--- src/rtl/scfp_pkg.sv ---
package scfp_pkg;

  localparam logic [7:0] StartLocal   = 8'hBB;
  localparam logic [7:0] StartRelay   = 8'hAA;
  localparam logic [7:0] MarkLocal    = 8'hF4;
  localparam logic [7:0] MarkRelay    = 8'h31;
  localparam logic [7:0] OrderTakeoff = 8'h00;
  localparam logic [7:0] OrderGoto    = 8'h01;
  localparam logic [7:0] OrderLand    = 8'h02;

  // payload byte positions of the captured fields
  localparam logic [7:0] PosDestId    = 8'd1;
  localparam logic [7:0] PosOrder     = 8'd2;
  localparam logic [7:0] PosWordFirst = 8'd3;
  localparam logic [7:0] PosWordLast  = 8'd14;

  localparam logic [7:0] OwnIdReset   = 8'd1;

  typedef enum logic [2:0] {
    VERDICT_NONE    = 3'd0,
    VERDICT_ABORT   = 3'd1,
    VERDICT_BADSUM  = 3'd2,
    VERDICT_FORWARD = 3'd3,
    VERDICT_TAKEOFF = 3'd4,
    VERDICT_GOTO    = 3'd5,
    VERDICT_LAND    = 3'd6,
    VERDICT_UNKNOWN = 3'd7
  } verdict_e;

  localparam int unsigned NumWords = 3;

endpackage

--- src/rtl/serial_command_frame_parser.sv ---
// Command frame parser for a byte stream: start byte (0xBB local, 0xAA relay), length
// byte, max(length,1) payload bytes with a function marker first, then an 8-bit sum
// byte. Every accepted byte gives exactly one result transaction in the next cycle,
// carrying the byte itself, frame membership, a verdict on the closing byte and the
// captured length, order byte and three little-endian words. One byte is taken per
// cycle; the output register is the only buffer, so input stalls only while a result
// sits in it and the output side stalls. own_id is to be written only while idle.
module serial_command_frame_parser
  import scfp_pkg::*;
(
  input  logic        clk_i,
  input  logic        rst_ni,
  input  logic        own_id_we_i,
  input  logic [7:0]  own_id_i,
  input  logic        in_valid_i,
  output logic        in_stall_o,
  input  logic [7:0]  rx_byte_i,
  output logic        out_valid_o,
  input  logic        out_stall_i,
  output logic [7:0]  echo_byte_o,
  output logic        in_frame_o,
  output logic        frame_end_o,
  output logic [2:0]  verdict_o,
  output logic [7:0]  payload_length_o,
  output logic [7:0]  order_code_o,
  output logic [31:0] word_first_o,
  output logic [31:0] word_second_o,
  output logic [31:0] word_third_o
);

  typedef enum logic [1:0] {
    PH_WAIT    = 2'd0,
    PH_LEN     = 2'd1,
    PH_PAYLOAD = 2'd2,
    PH_SUM     = 2'd3
  } phase_e;

  phase_e      phase_q, phase_d;
  logic [7:0]  own_id_q;
  logic [7:0]  count_q, count_d;
  logic [7:0]  len_q, len_d;
  logic        relay_q, relay_d;
  logic [7:0]  sum_q, sum_d;
  logic [7:0]  dest_q, dest_d;
  logic [7:0]  order_q, order_d;
  logic [31:0] words_q [NumWords];
  logic [31:0] words_d [NumWords];

  logic        accept;
  logic        out_valid_q;
  logic [7:0]  echo_q;
  logic        in_frame_q, in_frame_d;
  logic        end_q, end_d;
  verdict_e    verdict_q, verdict_d;

  logic [7:0]  count_inc;
  logic [3:0]  off;
  logic        mark_ok;

  assign in_stall_o = out_valid_q && out_stall_i;
  assign accept     = in_valid_i && !in_stall_o;

  assign count_inc = count_q + 8'd1;
  assign off       = 4'(count_q - PosWordFirst);
  assign mark_ok   = relay_q ? (rx_byte_i == MarkRelay) : (rx_byte_i == MarkLocal);

  always_comb begin
    phase_d    = phase_q;
    count_d    = count_q;
    len_d      = len_q;
    relay_d    = relay_q;
    sum_d      = sum_q;
    dest_d     = dest_q;
    order_d    = order_q;
    words_d    = words_q;
    in_frame_d = 1'b0;
    end_d      = 1'b0;
    verdict_d  = VERDICT_NONE;
    case (phase_q)
      PH_WAIT: begin
        if (rx_byte_i == StartLocal || rx_byte_i == StartRelay) begin
          in_frame_d = 1'b1;
          relay_d    = (rx_byte_i == StartRelay);
          sum_d      = rx_byte_i;
          count_d    = '0;
          dest_d     = '0;
          order_d    = '0;
          for (int i = 0; i < NumWords; i++) words_d[i] = '0;
          phase_d    = PH_LEN;
        end
      end
      PH_LEN: begin
        in_frame_d = 1'b1;
        len_d      = rx_byte_i;
        sum_d      = sum_q + rx_byte_i;
        count_d    = '0;
        phase_d    = PH_PAYLOAD;
      end
      PH_PAYLOAD: begin
        in_frame_d = 1'b1;
        if (count_q == 8'd0 && !mark_ok) begin
          // wrong function marker, byte dropped
          end_d     = 1'b1;
          verdict_d = VERDICT_ABORT;
          phase_d   = PH_WAIT;
          count_d   = '0;
        end else begin
          if (count_q == PosDestId) begin
            dest_d = rx_byte_i;
          end else if (count_q == PosOrder) begin
            order_d = rx_byte_i;
          end else if (count_q >= PosWordFirst && count_q <= PosWordLast) begin
            words_d[off[3:2]][{off[1:0], 3'b000} +: 8] = rx_byte_i;
          end
          sum_d   = sum_q + rx_byte_i;
          count_d = count_inc;
          if (count_inc >= len_q) begin
            phase_d = PH_SUM;
            count_d = '0;
          end
        end
      end
      PH_SUM: begin
        in_frame_d = 1'b1;
        end_d      = 1'b1;
        if (sum_q != rx_byte_i) begin
          verdict_d = VERDICT_BADSUM;
        end else if (dest_q != own_id_q || relay_q) begin
          verdict_d = VERDICT_FORWARD;
        end else if (order_q == OrderTakeoff) begin
          verdict_d = VERDICT_TAKEOFF;
        end else if (order_q == OrderGoto) begin
          verdict_d = VERDICT_GOTO;
        end else if (order_q == OrderLand) begin
          verdict_d = VERDICT_LAND;
        end else begin
          verdict_d = VERDICT_UNKNOWN;
        end
        phase_d = PH_WAIT;
        count_d = '0;
      end
      default: phase_d = PH_WAIT;
    endcase
  end

  always_ff @(posedge clk_i or negedge rst_ni) begin
    if (!rst_ni) begin
      phase_q     <= PH_WAIT;
      own_id_q    <= OwnIdReset;
      count_q     <= '0;
      len_q       <= '0;
      relay_q     <= 1'b0;
      sum_q       <= '0;
      dest_q      <= '0;
      order_q     <= '0;
      for (int i = 0; i < NumWords; i++) words_q[i] <= '0;
      out_valid_q <= 1'b0;
    end else begin
      if (own_id_we_i) begin
        own_id_q <= own_id_i;
      end
      if (accept) begin
        phase_q     <= phase_d;
        count_q     <= count_d;
        len_q       <= len_d;
        relay_q     <= relay_d;
        sum_q       <= sum_d;
        dest_q      <= dest_d;
        order_q     <= order_d;
        words_q     <= words_d;
        out_valid_q <= 1'b1;
      end else if (!out_stall_i) begin
        out_valid_q <= 1'b0;
      end
    end
  end

  // result register, payload only
  always_ff @(posedge clk_i) begin
    if (accept) begin
      echo_q     <= rx_byte_i;
      in_frame_q <= in_frame_d;
      end_q      <= end_d;
      verdict_q  <= verdict_d;
    end
  end

  assign out_valid_o      = out_valid_q;
  assign echo_byte_o      = echo_q;
  assign in_frame_o       = in_frame_q;
  assign frame_end_o      = end_q;
  assign verdict_o        = verdict_q;
  // captures are held in state and only change on an accepted byte
  assign payload_length_o = len_q;
  assign order_code_o     = order_q;
  assign word_first_o     = words_q[0];
  assign word_second_o    = words_q[1];
  assign word_third_o     = words_q[2];

  a_verdict_only_at_end : assert property (@(posedge clk_i) disable iff (!rst_ni)
    out_valid_q && verdict_q != VERDICT_NONE |-> end_q && in_frame_q)
    else $error("verdict without frame end");

  a_end_has_verdict : assert property (@(posedge clk_i) disable iff (!rst_ni)
    out_valid_q && end_q |-> verdict_q != VERDICT_NONE)
    else $error("frame end without verdict");

  a_end_returns_idle : assert property (@(posedge clk_i) disable iff (!rst_ni)
    accept && end_d |=> phase_q == PH_WAIT && count_q == 8'd0)
    else $error("parser not idle after frame end");

  a_count_zero_outside_payload : assert property (@(posedge clk_i) disable iff (!rst_ni)
    phase_q != PH_PAYLOAD |-> count_q == 8'd0)
    else $error("payload count nonzero outside payload");

  a_full_output_blocks_input : assert property (@(posedge clk_i) disable iff (!rst_ni)
    out_valid_q && out_stall_i |-> !accept)
    else $error("byte accepted while result register held");

endmodule

--- config.mk ---
export PLATFORM = sky130hd
export DESIGN_NAME = serial_command_frame_parser
export DESIGN_NICKNAME = d
export VERILOG_FILES = /design/src/rtl/scfp_pkg.sv /design/src/rtl/serial_command_frame_parser.sv
export SDC_FILE = /design/constraint.sdc
export NUM_CORES = 1
export LEC_CHECK = 0
export ABC_AREA = 1
export BUFFER_PORTS_ARGS = -buffer_cell sky130_fd_sc_hd__buf_2
export CORE_MARGIN = 2
export CORE_UTILIZATION = 56
export CTS_CLUSTER_DIAMETER = 30
export DETAILED_ROUTE_END_ITERATION = 10
export GPL_TIMING_DRIVEN = 0
export PLACE_DENSITY_LB_ADDON = 0.1
export SLEW_MARGIN = 25
export SYNTH_ARGS = -nofsm -noshare
export SYNTH_HDL_FRONTEND = slang
export SYNTH_SLANG_ARGS = --single-unit
--- constraint.sdc ---
create_clock -name clk_i -period 2.8 [get_ports clk_i]
set_clock_uncertainty 0.1 [all_clocks]
set_input_delay 0.28 -clock clk_i [delete_from_list [all_inputs] [get_ports clk_i]]
set_output_delay 0.28 -clock clk_i [all_outputs]
set_load 0.02 [all_outputs]
==> out/qor.txt, run 1 <==
RUN STATUS
-------------------------------------------------------------------------------------
Run status                                                                  completed

PWR
-------------------------------------------------------------------------------------
Power Total                                                                   7840 uW
Peak ir drop on the vdd network                                              493.4 uV
Reported leakage power                                                    0.005692 uW
Cell area power density                                                  800.0 nW/um2

LOGIC SYNTHESIS
-------------------------------------------------------------------------------------
Simple-gate share of the synthesized area                                      33.70%
Xor/xnor share of the synthesized area                                         1.105%
Distinct cells, synth                                                              32
Multiplexer area fraction after synthesis                                     0.4261%
Flip-flop and latch count after synthesis                                         161
Area fraction in compound gates after synthesis                                3.346%
Mean post-synth cell area                                                   8.040 um2
Combinational family with the most area after synthesis                  simple AND/OR/NAND/NOR gates
Number of flops mapped to enable cells by yosys                                    13
Post-synthesis sequential area ratio                                           51.66%
Fraction of synthesis flops using an asynchronous set or reset pin             91.93%
Top FF cell, synth                                                       sky130_fd_sc_hd__dfrtp_1
Post-Synthesis Net Count                                                         1034
Count of synthesis-stage warnings from yosys                                        0
Post-synthesis adder-cell area fraction                                        4.356%
Post-synthesis cell area                                                     7928 um2
Synthesized instance count                                                        986

FINISH
-------------------------------------------------------------------------------------
Most frequent standard cell in the layout excluding fill and tap cells   sky130_fd_sc_hd__nand2_1
Area grow syn2layout                                                           23.61%
Post-layout nets                                                                 1217
Fraction of final layout cells with drive strength greater than 1              19.29%
Highest-count cells in the layout ignoring fill and taps                 sky130_fd_sc_hd__nand2_1 (390), sky130_fd_sc_hd__buf_2 (156), sky130_fd_sc_hd__dfrtp_1 (145)
Final Instance Area                                                          9799 um2
Diodes inserted                                                                     0

WORST SETUP PATH
-------------------------------------------------------------------------------------
Required time of the critical path                                            3050 ps
Critical register-to-register path startpoint                              count_q[0]
Crit-path max cell delay                                                       430 ps
Startpoint types                                                            flip-flop
Critical-path maximum fanout                                                        7
Most common cell type on the critical path                               sky130_fd_sc_hd__nand2_1
Critical path cell sequence                                              nand2_1 > nor2_1 > nand2_1 > nor3_1 > xor2_1 > ha_1 > a21oi_1 > o21a_1 > nand3_1 > nor2_2 > nand2_2 > o21ai_0
Slack of the worst reg-to-reg path                                             210 ps
Standard cell with the maximum stage delay on the critical path          sky130_fd_sc_hd__dfrtp_2
Signal arrival time at the worst endpoint                                     2840 ps
CP Class                                                                   reg -> reg
Number of buffers and inverters on the critical path                                0
Kind of capture point of the worst setup path                               flip-flop
FF-to-FF End                                                               count_q[4]
R2r worst-path depth                                                               12
Largest delay contributor family on the critical path                    simple AND/OR/NAND/NOR gates

ROUTING
-------------------------------------------------------------------------------------
Detailed-route wire length                                                   20880 um
Via total after detailed routing                                                 7202
Final routed DRC violation total                                                    0
DR vias/cell                                                                    5.288
Starting DRT DRC Count                                                            649
Routed wirelength normalized by instance count                               15.33 um
Antenna viol nets, final                                                            0
Drt first pass iters                                                                5

TIMING
-------------------------------------------------------------------------------------
Endpoints failing hold                                                              0
Count of endpoints failing setup in the final report                                0
Setup TNS Final                                                                  0 ps
Actual slew at the worst max-slew pin                                        579.3 ps
Unrepaired setup endpoints after global routing                                    no
Worst hold-check slack                                                       31.10 ps
Final Max Slew Viols                                                                0
Final Worst Setup Slack                                                      205.2 ps
Slew margin rel.                                                               61.38%
Post-route fraction of the period consumed by the critical path                92.67%
Final critical delay including setup and external delays                      2595 ps
Achievable clock frequency                                                 0.3854 GHz

CTS
-------------------------------------------------------------------------------------
Number of buffers created by CTS                                                   17
Clock buffer depth                                                                  2
CTS HTree Levels                                                                    4
Number of clock sinks                                                             161
Clock latency on the worst-skew pair                                           430 ps
Clock-pin slew on the worst setup and hold paths                                60 ps
CTS Root Cell                                                            sky130_fd_sc_hd__clkbuf_16
CTS tree                                                                        built

FLOORPLANNING
-------------------------------------------------------------------------------------
Number of top-level pins                                                          148
Area of the core                                                            13880 um2
Width of the die                                                             123.0 um
Placement row count                                                                43
Die footprint                                                               15120 um2
Initial cell density of the core                                               57.11%
Die Ht                                                                       123.0 um

PLACEMENT
-------------------------------------------------------------------------------------
Total of buffers placed on input and output ports                                 147
DPL Wire Length                                                              15240 um
Final RePlAce weighted congestion                                              0.9014
Total cell area at the placement stage                                       8929 um2
Place WS                                                                    -117.4 ps

JOB
-------------------------------------------------------------------------------------
Reported max-cap violation count                                                    0

GLOBAL ROUTING
-------------------------------------------------------------------------------------
Initial antenna violation count                                                     0
GR Overflow Total                                                                   0
GRT Util Overall                                                               28.40%
Number of global-route vias before repair                                        6512
First-pass GRT wire length                                                   32820 um
Pin count of the biggest net entering global routing                               77

HOLD PATH
-------------------------------------------------------------------------------------
Startpoint of the tightest hold check path                               rx_byte_i[3]
Worst Hold Endpoint                                                      echo_byte_o[3]
Worst Hold Depth                                                                    1
Min-Delay Path Class                                                        in -> reg

[power breakdown]
part	internal, uW	switching [uW]
Sequential	2630	198
Combinational	702	1570
Clock	1780	959
[what timing repair did]
action | 4_1_cts | 5_1_grt
gates resized for setup | 1 | 7
buffers inserted | 0 | 6
hold buffers | 11 | 0
endpoints found under the hold margin | 80 | 0
endpoints found under the setup margin | 7 | 63
pin swaps | 0 | 4
[cells in the mapped netlist (5+ instances only)]
master	instances	share of area [%]
sky130_fd_sc_hd__a21oi_1	14	0.88
sky130_fd_sc_hd__nor2_1	73	3.5
sky130_fd_sc_hd__nand2_1	391	19
sky130_fd_sc_hd__ha_1	26	4.1
sky130_fd_sc_hd__nand4_1	14	1.1
sky130_fd_sc_hd__inv_2	6	0.28
sky130_fd_sc_hd__edfxtp_1	13	4.9
sky130_fd_sc_hd__dfrtp_1	147	46
sky130_fd_sc_hd__nand3_1	139	8.8
sky130_fd_sc_hd__buf_2	10	0.63
sky130_fd_sc_hd__buf_6	5	0.71
sky130_fd_sc_hd__xor2_1	7	0.77
sky130_fd_sc_hd__inv_1	73	3.5
sky130_fd_sc_hd__o21ai_0	30	1.9
sky130_fd_sc_hd__clkbuf_1	7	0.33
[cells by family after synthesis]
group / count (synthesis)
buf+inv: 101
fa+ha+maj: 27
mux: 3
flops: 161
simple gates: 635
xor+xnor: 10
compound gates: 49
[state kept, by name, summed over array words and instances (netlist names), 2 cells and up]
signal and count:
count_q 8, dest_q 8, echo_byte_o 8, order_code_o 8
own_id_q 8, payload_length_o 8, phase_q 2, sum_q 8
verdict_o 3, word_first_o 32, word_second_o 32, word_third_o 32
[worst reg2reg max path, stage by stage (launching register included)]
cell and delay [ps]:
sky130_fd_sc_hd__dfrtp_2 430, sky130_fd_sc_hd__nand2_1 150, sky130_fd_sc_hd__nor2_1 120, sky130_fd_sc_hd__nand2_1 90, sky130_fd_sc_hd__nor3_1 220, sky130_fd_sc_hd__xor2_1 230
sky130_fd_sc_hd__ha_1 280, sky130_fd_sc_hd__a21oi_1 140, sky130_fd_sc_hd__o21a_1 140, sky130_fd_sc_hd__nand3_1 140, sky130_fd_sc_hd__nor2_2 170, sky130_fd_sc_hd__nand2_2 130
sky130_fd_sc_hd__o21ai_0 180
[cell type report]
cell class / count / area (um2)
multi-input cells: 724 / 3418
clock inverters: 12 / 222.7
flip-flops and latches: 161 / 4098
plain buffers: 21 / 128.9
inverters: 79 / 300.3
repair buffers: 165 / 928.4
clock buffers: 20 / 478.0
fillers: 1156 / 4081
well taps: 180 / 225.2
[how the worst max path moves through the flow]
stage,start,end,depth (start not counted)
after CTS,count_q[0],count_q[0],12
after global placement,rst_ni,word_third_o[5],1
after detailed placement,count_q[0],count_q[2],14
after global routing,phase_q[0],word_third_o[22],11
after floorplan,out_valid_o,word_first_o[0],11
final,count_q[0],count_q[4],12
[metal layers]
layer | vias to the layer above | global-route usage, % | routed length (um)
li1 | 3545 | - | -
met1 | 3370 | 40.96 | 9767
met2 | 259 | 42.85 | 9438
met5 | - | 0 | 0
met4 | 0 | 10.72 | 367
met3 | 28 | 5.397 | 1304
[metrics by stage]
stage | utilization (%) | instances
floorplan | - | 986
global placement | 64.03 | 1313
detailed placement | 64.32 | 1314
CTS | 70.15 | 1356
global route | 70.60 | 1362
finish | 70.60 | 1362
(Power assumes the default switching activity.)
==> run 2: changes to the inputs <==
Settings changed: ABC_AREA 1 to default.
==> out/qor.txt, run 2 <==
RUN STATUS
-------------------------------------------------------------------------------------
Run status                                                                  completed

FLOORPLANNING
-------------------------------------------------------------------------------------
Placement row count                                                                43   unchanged
Die Ht                                                                       122.1 um   -0.71%
Initial cell density of the core                                               56.71%   -0.40 points
Die footprint                                                               14910 um2   -1.4%
Number of top-level pins                                                          148   unchanged
Area of the core                                                            13770 um2   -0.78%
Width of the die                                                             122.1 um   -0.71%

FINISH
-------------------------------------------------------------------------------------
Post-layout nets                                                                  853   -30%
Most frequent standard cell in the layout excluding fill and tap cells   sky130_fd_sc_hd__buf_2
Final Instance Count excl. Fillers                                                997   -27%
Area grow syn2layout                                                           24.91%
Diodes inserted                                                                     0   unchanged
Number of fill cells                                                             1013   -12%
Fraction of final layout cells with drive strength greater than 1              35.86%   +17 points
Final Core Density                                                             70.84%   +0.24 points
Highest-count cells in the layout ignoring fill and taps                 sky130_fd_sc_hd__buf_2 (156), sky130_fd_sc_hd__dfrtp_1 (145), sky130_fd_sc_hd__a32o_1 (96)

GLOBAL ROUTING
-------------------------------------------------------------------------------------
Pin count of the biggest net entering global routing                               77   unchanged
Global-route track usage on met1                                               40.16%   -0.80 points
GR Overflow Total                                                                   0   unchanged
Met3 Track Usage GR                                                            7.631%   +2.2 points
Initial antenna violation count                                                     0   unchanged
Met2 track demand over resource in global routing                              48.39%   +5.5 points
First-pass GRT wire length                                                   34080 um   +3.8%
Most Crowded Layer GR                                                            met2
Number of global-route vias before repair                                        6272   -3.7%
GRT Util Overall                                                               30.10%   +1.7 points

LOGIC SYNTHESIS
-------------------------------------------------------------------------------------
Number of flops mapped to enable cells by yosys                                    13   unchanged
Most frequent cell after synthesis                                       sky130_fd_sc_hd__dfrtp_1
Post-synthesis sequential area ratio                                           52.43%   +0.77 points
Count of synthesis-stage warnings from yosys                                        0   unchanged
Top cell type by total area after synthesis                              sky130_fd_sc_hd__dfrtp_1
Flip-flop and latch count after synthesis                                         161   unchanged
Fraction of synthesis flops using an asynchronous set or reset pin             91.93%   unchanged
Top FF cell, synth                                                       sky130_fd_sc_hd__dfrtp_1
Mean post-synth cell area                                                   12.56 um2   +56%
Synthesized instance count                                                        622   -37%
Post-synthesis cell area                                                     7811 um2   -1.5%
Top cell type's share of synthesized area                                      47.09%   +0.69 points
Post-Synthesis Net Count                                                          670   -35%
Most used standard cells in the synthesized netlist                      sky130_fd_sc_hd__dfrtp_1 (147), sky130_fd_sc_hd__a32o_1 (96), sky130_fd_sc_hd__nand2_1 (37)
Distinct cells, synth                                                              69   +120%
Largest cells by area after synthesis                                    sky130_fd_sc_hd__dfrtp_1 (47%), sky130_fd_sc_hd__a32o_1 (12%), sky130_fd_sc_hd__edfxtp_1 (5.0%)

TIMING
-------------------------------------------------------------------------------------
Final critical delay including setup and external delays                      2754 ps   +158.8 ps
Actual slew at the worst max-slew pin                                        807.1 ps   +227.8 ps
Slew margin rel.                                                               46.19%   -15 points
Unrepaired setup endpoints after global routing                                   yes
Final Max Slew Viols                                                                0   unchanged
Endpoints failing hold                                                              0   unchanged
Worst hold-check slack                                                       14.45 ps   -16.65 ps
Achievable clock frequency                                                 0.3632 GHz   -5.8%
Count of endpoints failing setup in the final report                                0   unchanged
Post-route fraction of the period consumed by the critical path                98.34%   +5.7 points

WORST SETUP PATH
-------------------------------------------------------------------------------------
Standard cell with the maximum stage delay on the critical path          sky130_fd_sc_hd__or3b_2
Largest delay contributor family on the critical path                    simple AND/OR/NAND/NOR gates
Critical path cell sequence                                              inv_1 > ha_1 > or3b_2 > a21oi_2 > a31oi_4 > nor3_4 > clkbuf_4 > a32o_1
CP Class                                                                   reg -> reg
Signal arrival time at the worst endpoint                                     3020 ps   +180 ps
Crit-path max cell delay                                                       510 ps   +80 ps
Startpoint types                                                            flip-flop
Kind of capture point of the worst setup path                               flip-flop
Number of buffers and inverters on the critical path                                2   +2
Required time of the critical path                                            3070 ps   +20 ps
Critical-path maximum fanout                                                       10   +3

PWR
-------------------------------------------------------------------------------------
Sw Share                                                                       35.04%   +0.22 points
Relative contribution of the clock network to total power                       30.6%   -4.3 points
Reported leakage power                                                    0.004610 uW   -19%
Switching power summed over all nets                                          2752 uW   +0.85%
Share of total power in sequential cells                                        36.3%   +0.2 points
Combinational cell fraction of total power                                      33.1%   +4.1 points
Cell area power density                                                  805.1 nW/um2   +0.64%
Peak ir drop on the vdd network                                              565.3 uV   +15%
Internal portion of total power                                               5103 uW   -0.14%

CTS
-------------------------------------------------------------------------------------
Clock-pin slew on the worst setup and hold paths                                60 ps   about the same
CTS HTree Levels                                                                    4   unchanged
Number of buffers created by CTS                                                   17   unchanged
Number of clock sinks                                                             161   unchanged
CTS Root Cell                                                            sky130_fd_sc_hd__clkbuf_16
Clock latency on the worst-skew pair                                           430 ps   about the same
CTS tree                                                                        built
Clock buffer depth                                                                  2   unchanged

PLACEMENT
-------------------------------------------------------------------------------------
DPL Wire Length                                                              14690 um   -3.6%
Final RePlAce weighted congestion                                              0.8530   -5.4%
Total of buffers placed on input and output ports                                 146   -0.68%
DP Cell Count                                                                     949   -28%

ROUTING
-------------------------------------------------------------------------------------
Detailed-route wire length                                                   21630 um   +3.6%
Routed wirelength normalized by instance count                               21.69 um   +42%
Antenna viol nets, final                                                            0   unchanged
DR vias/cell                                                                    6.293   +19%
Via total after detailed routing                                                 6274   -13%
Starting DRT DRC Count                                                            411   -37%
Drt first pass iters                                                                5   unchanged
Final routed DRC violation total                                                    0   unchanged

HOLD PATH
-------------------------------------------------------------------------------------
Min-Delay Path Class                                                        in -> reg

JOB
-------------------------------------------------------------------------------------
Reported max-cap violation count                                                    0   unchanged

[run 2: through the flow]
step	TNS (ps)	worst slack (ps)	area [um2]	power [uW]
2_1_floorplan	0	25.08	7811	4587
3_3_place_gp	-106440	-615.4	8767	5177
3_5_place_dp	-26300	-640.3	8805	5309
4_1_cts	0	4.561	9557	7741
5_1_grt	-338.4	-77.00	9757	8238
6_report	0	46.43	9757	7856
[run 2: cells by family after synthesis]
logic type                 Yosys count  share of synthesized area (%)
AOI/OAI and AO/OA                  168                          19.01
xor gates and xnor gates            18                          2.018
adders and majority gates           27                          4.421
buffers and inverters               75                          4.485
DFF                                161                          52.43
muxes                               44                          6.407
and+or+nand+nor                    129                          11.23
[run 2: worst min-delay path, delay by kind of cell]
| family | cells | cell delay (ps) |
|---|---|---|
| AND/OR/NAND/NOR | 2 | 150 |
| buffers and inverters | 1 | 80 |
[run 2: timing repair]
action / in CTS / in global routing
pin swaps: 2 / 3
gates resized for setup: 7 / 42
endpoints found under the hold margin: 81 / 0
endpoints found under the setup margin: 111 / 98
hold buffers: 10 / 0
buffers inserted: 2 / 5
[run 2: cell type report]
type | instances | area (um2) | share of cell area, %
clock buffer | 25 | 528.0 | 5.412
tap | 180 | 225.2 | 2.308
buffer | 44 | 265.3 | 2.719
clock inverter | 6 | 90.09 | 0.9233
sequential | 161 | 4098 | 42.00
timing repair buffer | 164 | 924.6 | 9.477
multi-input combinational | 386 | 3506 | 35.93
inverter | 31 | 120.1 | 1.231
[run 2: power groups by stage]
| stage | sequential, uW | clock [uW] | combinational (uW) |
|---|---|---|---|
| 2_1_floorplan | 3010 | 0 | 1570 |
| 3_3_place_gp | 2870 | 0 | 2300 |
| 3_5_place_dp | 2890 | 0 | 2420 |
| 4_1_cts | 2850 | 2430 | 2460 |
| 5_1_grt | 2890 | 2540 | 2810 |
| 6_report | 2850 | 2410 | 2600 |
[run 2: path summary, 6_finish.rpt]
| check | start | cells after the start | to | slack, ps |
|---|---|---|---|---|
| min in group asynchronous | rst_ni | 2 | sum_q[0] | 310 |
| worst max-delay path | count_q[0] | 8 | word_second_o[29] | 50 |
| max in group asynchronous | rst_ni | 3 | own_id_q[0] | 1550 |
| worst min register to register | word_second_o[25] | 1 | word_second_o[25] | 390 |
| worst min-delay path | out_stall_i | 3 | out_valid_o | 10 |
| worst max register to register | count_q[0] | 8 | word_second_o[29] | 50 |
[run 2: metal layers]
metal	share of wire (%)	wire (um)
met4	1.7	370
met5	0	0
met2	50	10750
met1	42	9042
met3	6.8	1466
==> run 3: changes to the inputs <==
Settings changed: CORE_UTILIZATION 56 to 60.
Clock period 2.8 ns to 3.44 ns, I/O delays scaled along.
==> out/qor.txt, run 3 (synthesis results as in run 2) <==
RUN STATUS
-------------------------------------------------------------------------------------
Run status                                                                  completed

FLOORPLANNING
-------------------------------------------------------------------------------------
Area of the core                                                            12670 um2   -8.0%
Die Ht                                                                       118.1 um   -3.3%
Width of the die                                                             118.1 um   -3.3%
Initial cell density of the core                                               61.65%   +4.9 points
Die footprint                                                               13950 um2   -6.5%
Number of top-level pins                                                          148   unchanged
Placement row count                                                                41   -4.7%

WORST SETUP PATH
-------------------------------------------------------------------------------------
Slack of the worst reg-to-reg path                                             320 ps   +270 ps
Startpoint types                                                            flip-flop
Critical-path maximum fanout                                                       13   +3
Signal arrival time at the worst endpoint                                     3360 ps   +340 ps
CP Class                                                                   reg -> reg
Required time of the critical path                                            3680 ps   +610 ps
R2r worst-path depth                                                               10   +2
Kind of capture point of the worst setup path                               flip-flop
FF-to-FF End                                                               count_q[7]
Crit. Startpoint                                                           count_q[0]
Critical register-to-register path startpoint                              count_q[0]

CTS
-------------------------------------------------------------------------------------
CTS tree                                                                        built
Clock-pin slew on the worst setup and hold paths                                60 ps   about the same
Clock latency on the worst-skew pair                                           430 ps   about the same
CTS Root Cell                                                            sky130_fd_sc_hd__clkbuf_16
Clock buffer depth                                                                  2   unchanged
Setup Fix Bufs, Post-CTS                                                            0   -2
Number of clock sinks                                                             161   unchanged
Number of buffers created by CTS                                                   17   unchanged
CTS HTree Levels                                                                    4   unchanged

HOLD PATH
-------------------------------------------------------------------------------------
Worst Hold Depth                                                                    2   -1
Worst Hold Endpoint                                                       out_valid_o
Min-Delay Path Class                                                        in -> reg
Startpoint of the tightest hold check path                                 in_valid_i

TIMING
-------------------------------------------------------------------------------------
Post-route fraction of the period consumed by the critical path                90.68%   -7.7 points
Count of endpoints failing setup in the final report                                0   unchanged
Unrepaired setup endpoints after global routing                                    no
Final critical delay including setup and external delays                      3119 ps   +365.9 ps
Final Max Slew Viols                                                                0   unchanged
Endpoints failing hold                                                              0   unchanged
Final Worst Setup Slack                                                      320.6 ps   +274.1 ps
Achievable clock frequency                                                 0.3206 GHz   -12%
Worst hold-check slack                                                       13.49 ps   -0.9567 ps
Slew margin rel.                                                               50.23%   +4.0 points
Actual slew at the worst max-slew pin                                        743.1 ps   -63.95 ps

PLACEMENT
-------------------------------------------------------------------------------------
Place WS                                                                    -17.19 ps   +623.1 ps
Final RePlAce weighted congestion                                              0.9385   +10%
DP Cell Count                                                                     941   -0.84%
DPL Wire Length                                                              14350 um   -2.3%
Total of buffers placed on input and output ports                                 146   unchanged

PWR
-------------------------------------------------------------------------------------
Share of total power in sequential cells                                        37.1%   +0.8 points
Switching power summed over all nets                                          2199 uW   -20%
Reported leakage power                                                    0.004516 uW   -2.0%
Sw Share                                                                       35.04%   about the same
Power Total                                                                   6277 uW   -20%
Internal portion of total power                                               4078 uW   -20%
Peak ir drop on the vdd network                                              509.9 uV   -9.8%
Combinational cell fraction of total power                                      31.6%   -1.5 points
Relative contribution of the clock network to total power                       31.3%   +0.7 points
Cell area power density                                                  666.6 nW/um2   -17%

FINISH
-------------------------------------------------------------------------------------
Highest-count cells in the layout ignoring fill and taps                 sky130_fd_sc_hd__buf_2 (162), sky130_fd_sc_hd__dfrtp_1 (146), sky130_fd_sc_hd__a32o_1 (96)
Diodes inserted                                                                     0   unchanged
Most frequent standard cell in the layout excluding fill and tap cells   sky130_fd_sc_hd__buf_2
Post-layout nets                                                                  837   -1.9%
Area grow syn2layout                                                           20.55%
Final Instance Count excl. Fillers                                                973   -2.4%
Fraction of final layout cells with drive strength greater than 1              33.58%   -2.3 points
Final Core Density                                                             74.32%   +3.5 points

ROUTING
-------------------------------------------------------------------------------------
Drt first pass iters                                                                6   +1
Via total after detailed routing                                                 6208   -1.1%
Detailed-route wire length                                                   20660 um   -4.4%
Routed wirelength normalized by instance count                               21.24 um   -2.1%
Starting DRT DRC Count                                                            531   +29%
Final routed DRC violation total                                                    0   unchanged
DR vias/cell                                                                    6.380   +1.4%
Antenna viol nets, final                                                            0   unchanged

GLOBAL ROUTING
-------------------------------------------------------------------------------------
Pin count of the biggest net entering global routing                               97   +26%
Initial antenna violation count                                                     0   unchanged
GR Overflow Total                                                                   0   unchanged
Number of global-route vias before repair                                        6296   +0.38%
GRT Util Overall                                                               30.48%   +0.38 points
First-pass GRT wire length                                                   33090 um   -2.9%

JOB
-------------------------------------------------------------------------------------
Reported max-cap violation count                                                    0   unchanged

## run 3: cell type report
class	instances	area (um2)
Sequential cell	161	4096
Multi-Input combinational cell	386	3366
Fill cell	919	3254
Timing Repair Buffer	148	778.2
Clock buffer	20	457.9
Buffer	44	235.2
Tap cell	172	215.2
Clock inverter	11	151.4
Inverter	31	116.4
## run 3: power groups by stage
stage | registers, uW | clock network (uW) | logic [uW]
2_1_floorplan | 2450 | 0 | 1280
3_3_place_gp | 2330 | 0 | 1880
3_5_place_dp | 2360 | 0 | 1950
4_1_cts | 2330 | 1980 | 1970
5_1_grt | 2360 | 2060 | 2140
6_report | 2330 | 1960 | 1980
## run 3: what timing repair did
item	CTS	global route
setup endpoints to repair	1	2
gates cloned	0	0
resized for setup	1	1
hold buffers	1	0
hold endpoints to repair	52	0
## run 3: metal layers
metal	vias to the layer above	routed length, um	part of all wire (%)	track usage [%]
met2	275	9942	48	47.83
met1	3148	8551	41	40.17
met3	39	1691	8.2	9.157
met4	0	479	2.3	11.37
met5	-	0	0	0
li1	2746	-	-	-
## run 3: critical path, stage by stage, from the launching register on
cell                      delay [ps]
sky130_fd_sc_hd__dfrtp_2         500
sky130_fd_sc_hd__ha_1            260
sky130_fd_sc_hd__buf_2           250
sky130_fd_sc_hd__nand3_1         160
sky130_fd_sc_hd__nor2_1          170
sky130_fd_sc_hd__xor2_1          230
sky130_fd_sc_hd__ha_1            280
sky130_fd_sc_hd__a21o_1          180
sky130_fd_sc_hd__a21oi_1         360
sky130_fd_sc_hd__nand3_1         260
sky130_fd_sc_hd__o31ai_1         260
## run 3: how the worst max path moves through the flow
stage / cells after the start / end / slack, ps
after floorplan: 10 / count_q[7] / 670
after global placement: 1 / word_second_o[20] / -60
after detailed placement: 10 / count_q[7] / -20
after CTS: 10 / count_q[7] / 200
after global routing: 10 / count_q[7] / 110
final: 10 / count_q[7] / 320
## run 3: stage by stage
| step | area [um2] | TNS, ps |
|---|---|---|
| after global routing | 9417 | 0 |
| after detailed placement | 8795 | -17.19 |
| after CTS | 9415 | 0 |
| final | 9417 | 0 |
| after floorplan | 7811 | 0 |
| after global placement | 8757 | -6862 |
